==> config.mk <==
export PLATFORM = sky130hd
export DESIGN_NAME = drl_cell
export DESIGN_NICKNAME = d
export VERILOG_FILES = /design/src/sv/drl_pkg.sv /design/src/sv/drl_cell.sv
export SDC_FILE = /design/constraint.sdc
export NUM_CORES = 1
export LEC_CHECK = 0
export ABC_AREA = 1
export BUFFER_PORTS_ARGS = -buffer_cell sky130_fd_sc_hd__buf_2
export CAP_MARGIN = 20
export CORE_MARGIN = 10
export CORE_UTILIZATION = 55
export CTS_CLUSTER_DIAMETER = 80
export DETAILED_ROUTE_END_ITERATION = 10
export PLACE_DENSITY = 0.79
export SLEW_MARGIN = 15
export SYNTH_ARGS = -nofsm -noshare
export SYNTH_HDL_FRONTEND = slang
export SYNTH_SLANG_ARGS = --single-unit
==> constraint.sdc <==
create_clock -name i_clk -period 4 [get_ports i_clk]
set_input_delay 1.2 -clock i_clk [delete_from_list [all_inputs] [get_ports i_clk]]
set_output_delay 1.2 -clock i_clk [all_outputs]
set_load 0.03 [all_outputs]
==> src/sv/drl_pkg.sv <==
package drl_pkg;

    localparam int COORD_W = 12;
    localparam int IDX_W   = 8;

    localparam logic [1:0] MODE_ADD   = 2'd0;
    localparam logic [1:0] MODE_CLEAR = 2'd1;
    localparam logic [1:0] MODE_FULL  = 2'd2;
    localparam logic [1:0] MODE_READ  = 2'd3;

    typedef struct packed {
        logic [COORD_W-1:0] x1;
        logic [COORD_W-1:0] y1;
        logic [COORD_W-1:0] x2;
        logic [COORD_W-1:0] y2;
    } t_rect;

    typedef struct packed {
        logic             valid;
        logic [1:0]       mode;
        logic             done;
        logic [IDX_W-1:0] idx;
        t_rect            rect;
        logic             flag;
    } t_beat;

    function automatic logic rect_zero(input t_rect r);
        return (r.x1 == '0) && (r.y1 == '0) && (r.x2 == '0) && (r.y2 == '0);
    endfunction

endpackage

==> src/sv/drl_cell.sv <==
module drl_cell #(
    parameter int IDX    = 0,
    parameter int SCR_W  = 640,
    parameter int SCR_H  = 480
) (
    input  logic           i_clk,
    input  logic           i_rst_n,
    input  drl_pkg::t_beat i_beat,
    output drl_pkg::t_beat o_beat
);
    import drl_pkg::*;

    localparam logic [IDX_W-1:0]   MY_IDX = IDX_W'(IDX);
    localparam logic [COORD_W-1:0] W_C    = COORD_W'(SCR_W);
    localparam logic [COORD_W-1:0] H_C    = COORD_W'(SCR_H);

    t_rect r_slot, n_slot;
    logic  r_always, n_always;
    t_beat r_beat, n_beat;
    logic  overlap;

    assign overlap = (r_slot.x2 >= i_beat.rect.x1) && (r_slot.x1 < i_beat.rect.x2) &&
                     (r_slot.y2 >= i_beat.rect.y1) && (r_slot.y1 < i_beat.rect.y2);

    always_comb begin
        n_slot   = r_slot;
        n_always = r_always;
        n_beat   = i_beat;
        if (i_beat.valid) begin
            case (i_beat.mode)
                MODE_ADD: begin
                    if (!i_beat.done) begin
                        if (rect_zero(r_slot)) begin
                            n_slot      = i_beat.rect;
                            n_always    = i_beat.flag;
                            n_beat.done = 1'b1;
                        end else if (overlap) begin
                            if (i_beat.rect.x1 < r_slot.x1) n_slot.x1 = i_beat.rect.x1;
                            if (i_beat.rect.y1 < r_slot.y1) n_slot.y1 = i_beat.rect.y1;
                            if (i_beat.rect.x2 > r_slot.x2) n_slot.x2 = i_beat.rect.x2;
                            if (i_beat.rect.y2 > r_slot.y2) n_slot.y2 = i_beat.rect.y2;
                            n_always    = r_always | i_beat.flag;
                            n_beat.done = 1'b1;
                        end
                    end
                end
                MODE_CLEAR: begin
                    n_slot   = '0;
                    n_always = 1'b0;
                end
                MODE_FULL: begin
                    n_slot   = '0;
                    n_always = 1'b0;
                    if (IDX == 0) begin
                        n_slot.x2 = W_C;
                        n_slot.y2 = H_C;
                        n_always  = 1'b1;
                    end
                end
                MODE_READ: begin
                    if (i_beat.idx == MY_IDX) begin
                        n_beat.rect = r_slot;
                        n_beat.flag = r_always;
                        n_beat.done = 1'b1;
                    end
                end
                default: begin
                    n_beat = i_beat;
                end
            endcase
        end
    end

    always_ff @(posedge i_clk) begin
        if (!i_rst_n) begin
            r_slot       <= '0;
            r_always     <= 1'b0;
            r_beat.valid <= 1'b0;
        end else begin
            r_slot       <= n_slot;
            r_always     <= n_always;
            r_beat.valid <= n_beat.valid;
        end
        r_beat.mode <= n_beat.mode;
        r_beat.done <= n_beat.done;
        r_beat.idx  <= n_beat.idx;
        r_beat.rect <= n_beat.rect;
        r_beat.flag <= n_beat.flag;
    end

    assign o_beat = r_beat;

endmodule

; ---- Word level (Yosys, flattened, before mapping)
; Index checks and enable logic that the tools add are counted.
[word_totals]
regBits = 110
input_bits = 63
out_inout_bits = 61
elab_cells = 70
[op_classes]
magnitude_cmp = 8
n_eq_ne = 9
mux = 20
n_bitwise = 1
reduce_logical = 18
[ops]
columns = op, n
row1 = two-way mux 48 bit, 3
row2 = one-hot mux 48 bit (3 select lines), 1
row3 = two-way mux 49 bit, 2
row4 = two-way mux 61 bit, 1
row5 = zero test 12 bit, 4
row6 = < comparator 12 bit, 4
row7 = two-way mux 12 bit, 4
row8 = greater-or-equal comparator 12 bit, 2
row9 = greater-than comparator 12 bit, 2
row10 = AND reduction 5 bit, 4
row11 = != test 3 bit (second input constant), 5
row12 = zero test 8 bit, 1
row13 = two-way mux 1 bit, 7
row14 = logical AND 1 bit, 6
row15 = == test 2 bit (second input constant), 2
row16 = AND reduction 4 bit, 1
row17 = one-hot mux 1 bit (3 select lines), 1
row18 = nonzero test 3 bit, 1
row19 = == test 2 x 1 -> 1 bit (second input constant), 1
row20 = zero test 2 bit, 1
row21 = != test 2 bit (second input constant), 1
row22 = one-hot mux 1 bit (2 select lines), 1
row23 = bitwise OR 1 bit, 1

; ---- Logic depth before layout (Yosys ltp)
; Gate-level depths: netlist of run 1.
[logic_depth]
depth_word = 9
ltp_mapped = 19
depth_no_buf = 19

; ---- Least setup slack after synthesis of run 1
; No wires, ideal clock.
[synth_timing]
kind = input port to flip-flop
startpoint = in i_beat[24] in the netlist's numbering
endpoint = reg r_slot[40] in the netlist's numbering
setup_ns = 0.114
arrival_ns = 2.702
required_time_ns = 3.886
slack_ns = 1.184
path_stages = 15
path_buffers = 1
cell_sequence = inv_1 > ha_1 > nand2_1 > nor2_1 > nand2_1 > nand3_1 > nor2_1 > nand2_1 > nor2_1 > nand3_2 > nand3_4 > nand4_4 > buf_2 > a21oi_1 > nor2_1
[synth_between]
elab_chain_cells = 6
[synth_lines]
columns = item, line
row1 = from (decl), drl_cell.sv:8  ; input drl_pkg::t_beat i_beat,
row2 = < comparator 12 bit, drl_cell.sv:22  ; assign overlap = (r_slot.x2 >= i_beat.rect.x1) && (r_slot.x1 < i_beat.rect.x2) &&
row3 = logical AND 1 bit (2 in series), drl_cell.sv:22
row4 = logical AND 1 bit, drl_cell.sv:23  ; (r_slot.y2 >= i_beat.rect.y1) && (r_slot.y1 < i_beat.rect.y2);
row5 = != test 3 bit (no source line), --
row6 = AND reduction 5 bit (no source line), --
row7 = to (signal assigned), drl_cell.sv:80  ; r_slot <= n_slot;
row8 = to (decl), drl_cell.sv:17  ; t_rect r_slot, n_slot;
; No other way between the ends.
; A chain may end at the register's enable or synchronous reset.

; ---- Final worst setup path of run 1
[layout_timing]
startpoint = in i_beat[48] in the netlist's numbering
endpoint = reg r_slot[43] in the netlist's numbering
[layout_between]
elab_chain_cells = 6
word_cells_on_any_way = 8
cone_classes = order compare: 2 / eq/ne: 2 / reduce/logical: 4
[layout_lines]
columns = item, line
row1 = greater-or-equal comparator 12 bit, drl_cell.sv:22
row2 = logical AND 1 bit (2 in series), drl_cell.sv:22
row3 = logical AND 1 bit, drl_cell.sv:23
row4 = != test 3 bit (no source line), --
row5 = AND reduction 5 bit (no source line) *, --
; Every way passes the cells marked *; elsewhere a longest branch is shown, timed or not.

==> results of run 1 <==
-- worst paths after layout --
path | from | endpoint | slack [ns]
hold reg to reg | r_always$_SDFFE_PN0P_ | o_beat[0]$_DFF_P_ | 0.52
setup / recovery | i_beat[48] | r_slot[43]$_SDFFE_PN0P_ | 0.97
hold / removal | r_always$_SDFFE_PN0P_ | o_beat[0]$_DFF_P_ | 0.52
setup reg to reg | r_slot[11]$_SDFFE_PN0P_ | r_slot[1]$_SDFFE_PN0P_ | 1.64
-- metal layers --
metal	part of all wire [%]	vias up	global-route usage, %
met2	43	214	33.6
met5	0	-	0
met3	7.8	27	4.18
li1	-	3216	-
met4	2.0	0	8.27
met1	47	2795	28.2
-- power groups by stage --
stage	Sequential [mW]	Clock [mW]	Combinational (mW)
2_1_floorplan	1.30	0	0.465
3_3_place_gp	1.23	0	0.725
3_5_place_dp	1.24	0	0.741
4_1_cts	1.21	0.939	0.748
5_1_grt	1.22	0.988	0.861
6_report	1.21	0.930	0.751
-- state kept, by name (all words and copies together), names as in the netlist --
register	flops
r_slot	48
r_always	1
o_beat	61
-- per-stage QoR --
step / hold slack [ns] / power, mW
floorplan: 0.465 / 1.76
global placement: 0.488 / 1.96
detailed placement: 0.510 / 1.98
CTS: 0.520 / 2.90
global route: 0.546 / 3.07
finish: 0.525 / 2.89
-- cell type report --
type,count,area (µm²)
diodes,1,2.50
clock buffers,13,260
clock inverters,3,42.5
fillers,1107,4310
inverters,143,537
multi-input cells,662,3720
flip-flops and latches,110,2200
well taps,147,184
repair buffers,127,646
-- cell usage in the layout, fill, tap and decap left out, types with 9 or more instances in the layout --
cell,count
sky130_fd_sc_hd__nand4_1,27
sky130_fd_sc_hd__inv_1,108
sky130_fd_sc_hd__clkbuf_16,9
sky130_fd_sc_hd__nand2_1,254
sky130_fd_sc_hd__dfxtp_1,110
sky130_fd_sc_hd__ha_1,95
sky130_fd_sc_hd__buf_2,123
sky130_fd_sc_hd__nor2_1,122
sky130_fd_sc_hd__nand3_1,16
sky130_fd_sc_hd__o21ai_0,66
sky130_fd_sc_hd__inv_2,34
sky130_fd_sc_hd__a21oi_1,54
-- critical path: stages --
cell and delay, ns:
sky130_fd_sc_hd__buf_2 0.15, sky130_fd_sc_hd__inv_1 0.06, sky130_fd_sc_hd__ha_1 0.29, sky130_fd_sc_hd__nand2_1 0.09, sky130_fd_sc_hd__nor2_2 0.13, sky130_fd_sc_hd__nand2_1 0.11, sky130_fd_sc_hd__nor2_1 0.13, sky130_fd_sc_hd__nor2_1 0.06
sky130_fd_sc_hd__nand2_1 0.08, sky130_fd_sc_hd__nand2_1 0.06, sky130_fd_sc_hd__clkinv_1 0.05, sky130_fd_sc_hd__nand3_2 0.10, sky130_fd_sc_hd__nand3_4 0.14, sky130_fd_sc_hd__nand4_4 0.32, sky130_fd_sc_hd__nand2_1 0.16, sky130_fd_sc_hd__nand2_1 0.06
sky130_fd_sc_hd__nor2_1 0.13
-- logic make-up after synthesis --
family,synth area share (%)
compound gates,9.70
buf+inv,10.7
fa+ha+maj,17.9
simple gates,28.5
flops,33.2
==> report_table.html, run 1 <==
<table>
<tr><th>Metric</th><th>Value</th></tr>
<tr><th colspan="2">Power and ir drop</th></tr>
<tr><td>Lkg Pwr</td><td>4.26 nW</td></tr>
<tr><td>Clock network power share</td><td>32.2%</td></tr>
<tr><td>IR Drop Worst-Case VDD</td><td>0.192 mV</td></tr>
<tr><td>NetSw</td><td>944 µW</td></tr>
<tr><td>Proportion of power drawn by combinational gates</td><td>25.9%</td></tr>
<tr><td>Cell Pwr Density</td><td>381 nW/µm²</td></tr>
<tr><td>Design internal power</td><td>1.95 mW</td></tr>
<tr><td>Switching share of power</td><td>32.6%</td></tr>
<tr><td>Flop pwr share</td><td>41.9%</td></tr>
<tr><th colspan="2">Synthesis</th></tr>
<tr><td>Distinct cell type count after synthesis</td><td>27</td></tr>
<tr><td>Count leader, synth</td><td>sky130_fd_sc_hd__nand2_1</td></tr>
<tr><td>Top cells by area, synth</td><td>sky130_fd_sc_hd__dfxtp_1 (33%), sky130_fd_sc_hd__ha_1 (18%), sky130_fd_sc_hd__nand2_1 (14%)</td></tr>
<tr><td>Cell type contributing the most total cell area after synthesis</td><td>sky130_fd_sc_hd__dfxtp_1</td></tr>
<tr><td>Cell types with the highest counts after synthesis</td><td>sky130_fd_sc_hd__nand2_1 (254), sky130_fd_sc_hd__nor2_1 (122), sky130_fd_sc_hd__dfxtp_1 (110)</td></tr>
<tr><td>Net Count, Synth</td><td>1104</td></tr>
<tr><td>Fraction of synthesis flops using an asynchronous set or reset pin</td><td>0%</td></tr>
<tr><td>Yosys reg bits</td><td>110</td></tr>
<tr><td>Cell count after synthesis</td><td>946</td></tr>
<tr><td>Number of enable-type register cells in the synthesized netlist</td><td>0</td></tr>
<tr><td>Area of the mapped netlist</td><td>6630 µm²</td></tr>
<tr><td>Mean instance size in the synthesized netlist</td><td>7.01 µm²</td></tr>
<tr><td>Synth Warn #</td><td>0</td></tr>
<tr><td>Share of the synthesized area in the top cell type</td><td>33.2%</td></tr>
<tr><td>Leading register cell type out of synthesis</td><td>sky130_fd_sc_hd__dfxtp_1</td></tr>
<tr><td>Sequential area share after synthesis</td><td>33.2%</td></tr>
<tr><th colspan="2">Clock tree</th></tr>
<tr><td>Sinks on Clock Net</td><td>110</td></tr>
<tr><td>Post-CTS setup buffer count</td><td>0</td></tr>
<tr><td>CTS tree</td><td>built</td></tr>
<tr><td>Resized cells post-CTS</td><td>0</td></tr>
<tr><td>Clock slew at the register clock pins of the worst setup and hold paths</td><td>0.07 ns</td></tr>
<tr><td>Hold buffer count at cts</td><td>0</td></tr>
<tr><td>CTS HTree Levels</td><td>3</td></tr>
<tr><td>Clock insertion delay at the later pin of the skew report</td><td>0.36 ns</td></tr>
<tr><td>CTS Root Buffer Type</td><td>sky130_fd_sc_hd__clkbuf_16</td></tr>
<tr><td>Buffer levels on the longest clock path</td><td>2</td></tr>
<tr><td>Number of clock buffers inserted by TritonCTS</td><td>9</td></tr>
<tr><th colspan="2">Final layout</th></tr>
<tr><td>Post-route design area</td><td>7600 µm²</td></tr>
<tr><td>Share of post-route cells with drive strength above 1</td><td>18.1%</td></tr>
<tr><td>Total number of nets in the final design</td><td>1211</td></tr>
<tr><td>Area added between synthesis and finish</td><td>14.6%</td></tr>
<tr><td>Number of standard cells in the final layout excluding fillers</td><td>1206</td></tr>
<tr><td>Core Util, Final</td><td>63.8%</td></tr>
<tr><th colspan="2">Routing</th></tr>
<tr><td>Total via count in the routed design</td><td>6252</td></tr>
<tr><td>Length of the first detailed-routing pass in iterations</td><td>5</td></tr>
<tr><td>Starting DRT DRC Count</td><td>459</td></tr>
<tr><td>Post-Route WL</td><td>17700 µm</td></tr>
<tr><td>Via density</td><td>5.18</td></tr>
<tr><td>Post-route antenna net violation count</td><td>0</td></tr>
<tr><td>Remaining design rule violation count</td><td>0</td></tr>
<tr><td>Routed wirelength normalized by instance count</td><td>14.7 µm</td></tr>
<tr><th colspan="2">STA</th></tr>
<tr><td>Worst-Margin Slew</td><td>1.05 ns</td></tr>
<tr><td>Fmax achieved</td><td>0.330 GHz</td></tr>
<tr><td>Min cycle time layout</td><td>3.03 ns</td></tr>
<tr><td>Hold violation count in the final report</td><td>0</td></tr>
<tr><td>Max-slew headroom</td><td>29.8%</td></tr>
<tr><td>RSZ-0062 raised after global routing</td><td>no</td></tr>
<tr><td>Total count of max-transition violations in the final report</td><td>0</td></tr>
<tr><td>Minimum setup slack in the final design</td><td>0.969 ns</td></tr>
<tr><td>Final-layout setup total negative slack</td><td>0 ns</td></tr>
<tr><td>Clk_skew</td><td>0.00657 ns</td></tr>
<tr><td>Final setup violation count</td><td>0</td></tr>
<tr><td>Tcrit/Tclk final</td><td>75.8%</td></tr>
<tr><th colspan="2">GRT</th></tr>
<tr><td>Antenna violations before repair</td><td>1</td></tr>
<tr><td>Remaining Overflow, GRT</td><td>0</td></tr>
<tr><td>Overall global routing resource usage</td><td>21.3%</td></tr>
<tr><td>Number of global-route vias before repair</td><td>5987</td></tr>
<tr><td>First-pass GRT wire length</td><td>29100 µm</td></tr>
<tr><td>Largest net degree at the start of global routing</td><td>51</td></tr>
<tr><th colspan="2">Placement</th></tr>
<tr><td>Pre-CTS WS</td><td>0.674 ns</td></tr>
<tr><td>Placed instance count</td><td>1189</td></tr>
<tr><td>Final weighted congestion in routability-driven placement</td><td>0.882</td></tr>
<tr><td>Port Buf Inserts</td><td>123</td></tr>
<tr><td>Half-perimeter wire length after placement</td><td>13400 µm</td></tr>
<tr><td>Placed standard-cell area</td><td>7290 µm²</td></tr>
<tr><th colspan="2">Hold path</th></tr>
<tr><td>Worst hold path cell count</td><td>2</td></tr>
<tr><td>Classification of the worst-slack hold path</td><td>reg2reg</td></tr>
<tr><th colspan="2">Worst setup path</th></tr>
<tr><td>Worst Path Required</td><td>4.30 ns</td></tr>
<tr><td>Crit Path Class</td><td>in2reg</td></tr>
<tr><td>Max FO, Critical Path</td><td>24</td></tr>
<tr><td>Worst r2r path cells</td><td>14</td></tr>
<tr><td>Element type at the critical path start</td><td>input pin</td></tr>
<tr><td>CP Data Arrival Time</td><td>3.33 ns</td></tr>
<tr><td>Kind of capture point of the worst setup path</td><td>register</td></tr>
<tr><th colspan="2">Floorplanning</th></tr>
<tr><td>Std-Cell Rows</td><td>40</td></tr>
<tr><td>Vertical die dimension</td><td>130 µm</td></tr>
<tr><td>Die span in x</td><td>130 µm</td></tr>
<tr><td>Number of ports placed on the die boundary</td><td>124</td></tr>
<tr><td>Total die area</td><td>16800 µm²</td></tr>
<tr><td>Initial core utilization</td><td>55.6%</td></tr>
<tr><td>Standard cell core area</td><td>11900 µm²</td></tr>
<tr><th colspan="2">Job</th></tr>
<tr><td>Max-cap viol count</td><td>0</td></tr>
<tr><th colspan="2">Run status</th></tr>
<tr><td>Status</td><td>finished, final reports clean</td></tr>
</table>
No activity file was read; power rests on OpenSTA's default activity.
==> inputs of run 2 (changes only) <==
Settings changed: CORE_UTILIZATION 55 to 51, PLACE_DENSITY 0.79 to 0.77.
Clock period 4 ns to 2.5 ns, I/O delays scaled along.
==> run 2 against run 1 <==
The run now ends with setup timing left. Clock skew grew 0.0043 ns. Cell area grew 15%. Clock-buffer cell count shrank 1. Via count grew 10%. First-iteration DRC count grew 36%. Sequential share of layout area shrank 3.7 points. Critical path type unchanged. Largest power group unchanged.
==> report_table.html, run 2 (synthesis gave the netlist of run 1 again) <==
<table>
<tr><th>Metric</th><th>Value</th></tr>
<tr><th colspan="2">STA</th></tr>
<tr><td>Min cycle time layout</td><td>2.54 ns</td></tr>
<tr><td>Clk_skew</td><td>0.0109 ns</td></tr>
<tr><td>Worst-Margin Slew</td><td>0.831 ns</td></tr>
<tr><td>Hold violation count in the final report</td><td>0</td></tr>
<tr><td>Fmax achieved</td><td>0.394 GHz</td></tr>
<tr><td>Final setup violation count</td><td>14</td></tr>
<tr><td>Total count of max-transition violations in the final report</td><td>0</td></tr>
<tr><td>Tcrit/Tclk final</td><td>102%</td></tr>
<tr><td>RSZ-0062 raised after global routing</td><td>yes</td></tr>
<tr><td>Max-slew headroom</td><td>44.5%</td></tr>
<tr><td>Hold WS</td><td>0.498 ns</td></tr>
<tr><td>Minimum setup slack in the final design</td><td>-0.0386 ns</td></tr>
<tr><th colspan="2">GRT</th></tr>
<tr><td>Number of global-route vias before repair</td><td>6403</td></tr>
<tr><td>Largest net degree at the start of global routing</td><td>59</td></tr>
<tr><td>Overall global routing resource usage</td><td>21.4%</td></tr>
<tr><td>First-pass GRT wire length</td><td>31300 µm</td></tr>
<tr><td>Antenna violations before repair</td><td>0</td></tr>
<tr><td>Remaining Overflow, GRT</td><td>0</td></tr>
<tr><th colspan="2">Worst setup path</th></tr>
<tr><td>Element type at the critical path start</td><td>input pin</td></tr>
<tr><td>CP Data Arrival Time</td><td>2.84 ns</td></tr>
<tr><td>Kind of capture point of the worst setup path</td><td>register</td></tr>
<tr><td>Worst r2r path cells</td><td>15</td></tr>
<tr><td>Crit path largest cell delay</td><td>0.29 ns</td></tr>
<tr><td>Crit Path Class</td><td>in2reg</td></tr>
<tr><td>Worst Path Required</td><td>2.80 ns</td></tr>
<tr><td>Critical-path cell with the highest stage delay</td><td>sky130_fd_sc_hd__ha_1</td></tr>
<tr><td>Max FO, Critical Path</td><td>6</td></tr>
<tr><td>Cell-by-cell trace of the critical path</td><td>buf_2, inv_1, ha_1, nand2_1, nor2_4, nand3_2, nand2_1, nor2_1, nand2_1, nor2_2, nand3_4, nand3_4, buf_12, buf_4, nand4_4, nand2_1, nand2_1, nor2_1</td></tr>
<tr><td>Most prevalent standard cell on the critical path</td><td>sky130_fd_sc_hd__nand2_1</td></tr>
<tr><th colspan="2">Placement</th></tr>
<tr><td>Half-perimeter wire length after placement</td><td>14300 µm</td></tr>
<tr><td>Placed instance count</td><td>1265</td></tr>
<tr><td>Final weighted congestion in routability-driven placement</td><td>0.916</td></tr>
<tr><td>Port Buf Inserts</td><td>123</td></tr>
<tr><th colspan="2">Routing</th></tr>
<tr><td>Remaining design rule violation count</td><td>0</td></tr>
<tr><td>Length of the first detailed-routing pass in iterations</td><td>7</td></tr>
<tr><td>Post-route antenna net violation count</td><td>0</td></tr>
<tr><td>Via density</td><td>5.30</td></tr>
<tr><td>Starting DRT DRC Count</td><td>623</td></tr>
<tr><td>Total via count in the routed design</td><td>6882</td></tr>
<tr><td>Post-Route WL</td><td>21200 µm</td></tr>
<tr><td>Routed wirelength normalized by instance count</td><td>16.3 µm</td></tr>
<tr><th colspan="2">Power and ir drop</th></tr>
<tr><td>IR Drop Worst-Case VDD</td><td>0.361 mV</td></tr>
<tr><td>Cell Pwr Density</td><td>587 nW/µm²</td></tr>
<tr><td>Lkg Pwr</td><td>4.68 nW</td></tr>
<tr><th colspan="2">Clock tree</th></tr>
<tr><td>CTS tree</td><td>built</td></tr>
<tr><td>Number of clock buffers inserted by TritonCTS</td><td>9</td></tr>
<tr><td>Buffer levels on the longest clock path</td><td>2</td></tr>
<tr><td>Clock insertion delay at the later pin of the skew report</td><td>0.37 ns</td></tr>
<tr><td>CTS Root Buffer Type</td><td>sky130_fd_sc_hd__clkbuf_16</td></tr>
<tr><td>CTS HTree Levels</td><td>3</td></tr>
<tr><td>Sinks on Clock Net</td><td>110</td></tr>
<tr><td>Hold buffer count at cts</td><td>0</td></tr>
<tr><td>Clock slew at the register clock pins of the worst setup and hold paths</td><td>0.07 ns</td></tr>
<tr><th colspan="2">Floorplanning</th></tr>
<tr><td>Number of ports placed on the die boundary</td><td>124</td></tr>
<tr><td>Vertical die dimension</td><td>134 µm</td></tr>
<tr><td>Total die area</td><td>18000 µm²</td></tr>
<tr><td>Std-Cell Rows</td><td>41</td></tr>
<tr><td>Die span in x</td><td>134 µm</td></tr>
<tr><td>Standard cell core area</td><td>12700 µm²</td></tr>
<tr><td>Initial core utilization</td><td>52.3%</td></tr>
<tr><th colspan="2">Final layout</th></tr>
<tr><td>Most common library cell in the layout ignoring fill and taps</td><td>sky130_fd_sc_hd__nand2_1</td></tr>
<tr><td>Share of post-route cells with drive strength above 1</td><td>29.4%</td></tr>
<tr><td>Total number of nets in the final design</td><td>1280</td></tr>
<tr><td>Number of standard cells in the final layout excluding fillers</td><td>1299</td></tr>
<tr><td>Count of inserted antenna diode cells</td><td>0</td></tr>
<tr><td>Largest register FFs</td><td>61</td></tr>
<tr><td>Area added between synthesis and finish</td><td>31.5%</td></tr>
<tr><td>Most used cells in the layout excluding fill and tap cells</td><td>sky130_fd_sc_hd__nand2_1 (231), sky130_fd_sc_hd__buf_2 (118), sky130_fd_sc_hd__dfxtp_1 (109)</td></tr>
<tr><th colspan="2">Run status</th></tr>
<tr><td>Failing checks</td><td>setup timing</td></tr>
<tr><td>Status</td><td>finished with violations</td></tr>
<tr><th colspan="2">Hold path</th></tr>
<tr><td>Worst hold path cell count</td><td>1</td></tr>
<tr><td>Classification of the worst-slack hold path</td><td>in2reg</td></tr>
<tr><th colspan="2">Job</th></tr>
<tr><td>Max-cap viol count</td><td>0</td></tr>
</table>
[run 2: layout make-up]
type                            count  area [µm²]
Multi-Input combinational cell    667        4140
Fill cell                        1034        3960
Sequential cell                   110        2200
Timing Repair Buffer              191        1290
Inverter                          143         542
Clock buffer                       12         236
Tap cell                          172         215
Clock inverter                      4        95.1
[run 2: worst max-delay path, delay by kind of cell]
family | cells | cell delay [ns]
and+or+nand+nor | 13 | 1.39
adders and majority gates | 1 | 0.29
buffers and inverters | 4 | 0.43
[run 2: stage by stage]
| step | setup TNS (ns) | utilization, % | power (mW) | area [µm²] | setup slack, ns |
|---|---|---|---|---|---|
| global route | -6.56 | 68.8 | 5.36 | 8720 | -0.201 |
| global placement | -11.62 | 61.2 | 3.22 | 7760 | -0.270 |
| detailed placement | -14.50 | 61.2 | 3.25 | 7760 | -0.401 |
| CTS | 0 | 63.9 | 4.90 | 8100 | 0.00138 |
| finish | -0.184 | 68.8 | 5.11 | 8720 | -0.0386 |
| floorplan | 0 | - | 2.82 | 6630 | 0.134 |
[run 2: final timing paths]
check,startpoint,end,slack (ns)
max,i_beat[22],r_slot[28]$_SDFFE_PN0P_,-0.04
min,i_beat[50],o_beat[50]$_DFF_P_,0.50
max reg2reg,r_slot[21]$_SDFFE_PN0P_,r_slot[16]$_SDFFE_PN0P_,0
min reg2reg,r_always$_SDFFE_PN0P_,o_beat[0]$_DFF_P_,0.52
[run 2: routing by layer]
metal / up-vias / share of wire (%) / global-route usage (%)
met1: 3062 / 42 / 27.0
met3: 59 / 10 / 5.90
met4: 0 / 3.3 / 9.61
met2: 385 / 44 / 33.1
li1: 3376 / - / -
met5: - / 0 / 0
[run 2: report_power, final]
| group | switching, mW | internal [mW] | leakage (nW) |
|---|---|---|---|
| logic | 0.931 | 0.579 | 3.60 |
| registers | 0.0736 | 1.88 | 0.918 |
| clock network | 0.671 | 0.980 | 0.161 |
| total | 1.68 | 3.44 | 4.68 |
[run 2: repair_timing]
action                     CTS  global route
pin swaps                    0            38
gates cloned                 1             9
setup buffers                0             8
setup endpoints to repair    8            49
hold endpoints to repair     0             0
resized for setup            0            91
==> inputs of run 3 (changes only) <==
Settings changed: BUFFER_PORTS_ARGS -buffer_cell sky130_fd_sc_hd__buf_2 to default, CORE_UTILIZATION 51 to 55, DONT_BUFFER_PORTS from default to 1, GPL_TIMING_DRIVEN from default to 0, PLACE_DENSITY 0.77 to 0.73.
==> run 3 against run 2 <==
The run now ends clean. First-iteration DRC count down 27%. Routed wire length down 11%. Sequential power up 6%. Critical path type unchanged. Utilization down 8.8 points. Via count down 13%.
==> report_table.html, run 3 (synthesis gave the netlist of run 1 again) <==
<table>
<tr><th>Metric</th><th>Value</th></tr>
<tr><th colspan="2">Placement</th></tr>
<tr><td>Final weighted congestion in routability-driven placement</td><td>0.943</td></tr>
<tr><td>Port Buf Inserts</td><td>0</td></tr>
<tr><td>Half-perimeter wire length after placement</td><td>14600 µm</td></tr>
<tr><td>Placed standard-cell area</td><td>6810 µm²</td></tr>
<tr><th colspan="2">Routing</th></tr>
<tr><td>Post-route antenna net violation count</td><td>0</td></tr>
<tr><td>Post-Route WL</td><td>18900 µm</td></tr>
<tr><td>Total via count in the routed design</td><td>5959</td></tr>
<tr><td>Starting DRT DRC Count</td><td>456</td></tr>
<tr><td>Routed wirelength normalized by instance count</td><td>17.1 µm</td></tr>
<tr><td>Remaining design rule violation count</td><td>0</td></tr>
<tr><td>Via density</td><td>5.36</td></tr>
<tr><td>Length of the first detailed-routing pass in iterations</td><td>6</td></tr>
<tr><th colspan="2">Floorplanning</th></tr>
<tr><td>Vertical die dimension</td><td>130 µm</td></tr>
<tr><td>Total die area</td><td>16800 µm²</td></tr>
<tr><td>Std-Cell Rows</td><td>40</td></tr>
<tr><td>Number of ports placed on the die boundary</td><td>124</td></tr>
<tr><td>Die span in x</td><td>130 µm</td></tr>
<tr><td>Standard cell core area</td><td>11900 µm²</td></tr>
<tr><td>Initial core utilization</td><td>55.6%</td></tr>
<tr><th colspan="2">GRT</th></tr>
<tr><td>Antenna violations before repair</td><td>0</td></tr>
<tr><td>Overall global routing resource usage</td><td>22.5%</td></tr>
<tr><td>Largest net degree at the start of global routing</td><td>18</td></tr>
<tr><td>Number of global-route vias before repair</td><td>5487</td></tr>
<tr><td>GRT met3 Usage</td><td>6.41%</td></tr>
<tr><td>Most heavily used metal layer in global routing</td><td>met2</td></tr>
<tr><td>Met2 Track Usage GR</td><td>34.4%</td></tr>
<tr><td>Remaining Overflow, GRT</td><td>0</td></tr>
<tr><td>M1 GR Usage</td><td>29.8%</td></tr>
<tr><td>First-pass GRT wire length</td><td>29500 µm</td></tr>
<tr><th colspan="2">Final layout</th></tr>
<tr><td>Post-route design area</td><td>7140 µm²</td></tr>
<tr><td># fillers</td><td>1105</td></tr>
<tr><td>Share of post-route cells with drive strength above 1</td><td>8.71%</td></tr>
<tr><td>Storage cell area</td><td>2200 µm²</td></tr>
<tr><td>Area added between synthesis and finish</td><td>7.76%</td></tr>
<tr><td>Most used cells in the layout excluding fill and tap cells</td><td>sky130_fd_sc_hd__nand2_1 (254), sky130_fd_sc_hd__nor2_1 (119), sky130_fd_sc_hd__dfxtp_1 (110)</td></tr>
<tr><td>Most common library cell in the layout ignoring fill and taps</td><td>sky130_fd_sc_hd__nand2_1</td></tr>
<tr><td>Count of inserted antenna diode cells</td><td>0</td></tr>
<tr><td>Largest register FFs</td><td>61</td></tr>
<tr><td>Total area of multi-input combinational cells</td><td>3730 µm²</td></tr>
<tr><td>Total number of nets in the final design</td><td>1117</td></tr>
<tr><th colspan="2">Worst setup path</th></tr>
<tr><td>Worst Path Required</td><td>2.75 ns</td></tr>
<tr><td>Max FO, Critical Path</td><td>10</td></tr>
<tr><td>Top cell family by delay on the critical path</td><td>simple AND/OR/NAND/NOR gates</td></tr>
<tr><td>Crit Path Class</td><td>in2reg</td></tr>
<tr><td>Reg-to-reg setup timing slack</td><td>0.19 ns</td></tr>
<tr><td>Cell-by-cell trace of the critical path</td><td>inv_1, ha_1, nand2_1, nor2_1, nand2_1, nand3_1, nor2_1, nand2_1, nor2_1, nand3_2, nand3_4, nand4_4, buf_4, a21oi_1, nor2_1</td></tr>
<tr><td>Element type at the critical path start</td><td>input pin</td></tr>
<tr><td>Critical path buffer and inverter count</td><td>2</td></tr>
<tr><td>CP Data Arrival Time</td><td>2.58 ns</td></tr>
<tr><td>Crit path largest cell delay</td><td>0.31 ns</td></tr>
<tr><td>Critical-path cell with the highest stage delay</td><td>sky130_fd_sc_hd__ha_1</td></tr>
<tr><td>Kind of capture point of the worst setup path</td><td>register</td></tr>
<tr><td>Most prevalent standard cell on the critical path</td><td>sky130_fd_sc_hd__nor2_1</td></tr>
<tr><th colspan="2">Clock tree</th></tr>
<tr><td>CTS tree</td><td>built</td></tr>
<tr><td>Clock insertion delay at the later pin of the skew report</td><td>0.36 ns</td></tr>
<tr><td>Sinks on Clock Net</td><td>110</td></tr>
<tr><td>Number of clock buffers inserted by TritonCTS</td><td>9</td></tr>
<tr><td>CTS HTree Levels</td><td>3</td></tr>
<tr><td>Buffer levels on the longest clock path</td><td>2</td></tr>
<tr><td>Clock slew at the register clock pins of the worst setup and hold paths</td><td>0.07 ns</td></tr>
<tr><td>CTS Root Buffer Type</td><td>sky130_fd_sc_hd__clkbuf_16</td></tr>
<tr><th colspan="2">STA</th></tr>
<tr><td>Clk_skew</td><td>0.0117 ns</td></tr>
<tr><td>Tcrit/Tclk final</td><td>93.4%</td></tr>
<tr><td>Hold violation count in the final report</td><td>0</td></tr>
<tr><td>Final setup violation count</td><td>0</td></tr>
<tr><td>Max-slew headroom</td><td>53.5%</td></tr>
<tr><td>Worst-Margin Slew</td><td>0.698 ns</td></tr>
<tr><td>Total count of max-transition violations in the final report</td><td>0</td></tr>
<tr><td>Min cycle time layout</td><td>2.33 ns</td></tr>
<tr><td>Final-layout setup total negative slack</td><td>0 ns</td></tr>
<tr><td>Fmax achieved</td><td>0.428 GHz</td></tr>
<tr><th colspan="2">Hold path</th></tr>
<tr><td>Classification of the worst-slack hold path</td><td>in2reg</td></tr>
<tr><th colspan="2">Power and ir drop</th></tr>
<tr><td>IR Drop Worst-Case VDD</td><td>0.299 mV</td></tr>
<tr><td>Cell Pwr Density</td><td>636 nW/µm²</td></tr>
<tr><td>Lkg Pwr</td><td>3.85 nW</td></tr>
<tr><td>Power Total</td><td>4.54 mW</td></tr>
<tr><th colspan="2">Job</th></tr>
<tr><td>Max-cap viol count</td><td>0</td></tr>
<tr><th colspan="2">Run status</th></tr>
<tr><td>Status</td><td>finished, final reports clean</td></tr>
</table>
run 3: power breakdown:
part	internal [mW]	switching, mW
Sequential	1.88	0.177
Combinational	0.369	0.632
Clock	0.806	0.678
run 3: layout make-up:
type                            instances  share of cell area (%)
Clock inverter                          5                   0.823
Tap cell                              147                    2.58
Inverter                              143                    7.52
Timing Repair Buffer                    2                   0.210
Multi-Input combinational cell        662                    52.2
Clock buffer                           11                    3.40
Sequential cell                       110                    30.8
Buffer                                 31                    2.47
run 3: path summary, 6_finish.rpt:
path | from | endpoint | cells past startpoint
setup / recovery | i_beat[24] | r_slot[45]$_SDFFE_PN0P_ | 15
hold / removal | i_beat[49] | o_beat[49]$_DFF_P_ | 0
setup reg to reg | r_slot[23]$_SDFFE_PN0P_ | r_slot[14]$_SDFFE_PN0P_ | 14
hold reg to reg | r_always$_SDFFE_PN0P_ | o_beat[0]$_DFF_P_ | 2
run 3: timing repair:
action | in CTS | in global routing
hold buffers | 0 | 0
setup buffers | 0 | 2
gates resized for setup | 0 | 9
setup endpoints to repair | 0 | 29
run 3: metrics by stage:
step	std cells	hold slack [ns]	util, %	setup slack [ns]
CTS	1109	0.402	59.7	0.0980
detailed placement	1093	0.512	57.2	-0.232
floorplan	946	0.465	-	0.134
global placement	1093	0.498	57.2	-0.213
global route	1111	0.402	60.0	-0.0223
finish	1111	0.410	60.0	0.166
run 3: worst reg2reg max path, stage by stage, from the launching register on:
cell,delay [ns]
sky130_fd_sc_hd__dfxtp_1,0.36
sky130_fd_sc_hd__inv_2,0.09
sky130_fd_sc_hd__ha_1,0.30
sky130_fd_sc_hd__nand2_1,0.08
sky130_fd_sc_hd__nor2_2,0.15
sky130_fd_sc_hd__nand4_1,0.15
sky130_fd_sc_hd__a21oi_1,0.15
sky130_fd_sc_hd__nor2_1,0.05
sky130_fd_sc_hd__nor2_1,0.16
sky130_fd_sc_hd__nor2_1,0.09
sky130_fd_sc_hd__nor2_4,0.14
sky130_fd_sc_hd__nand4_4,0.13
sky130_fd_sc_hd__buf_4,0.21
sky130_fd_sc_hd__nor2_1,0.09
sky130_fd_sc_hd__nor2_1,0.06
run 3: metal layers:
layer  up-vias  routed length, µm
met3        22               2140
met1      2632               8270
met2       272               8230
met5         -                  0
met4         0                309
li1       3033                  -
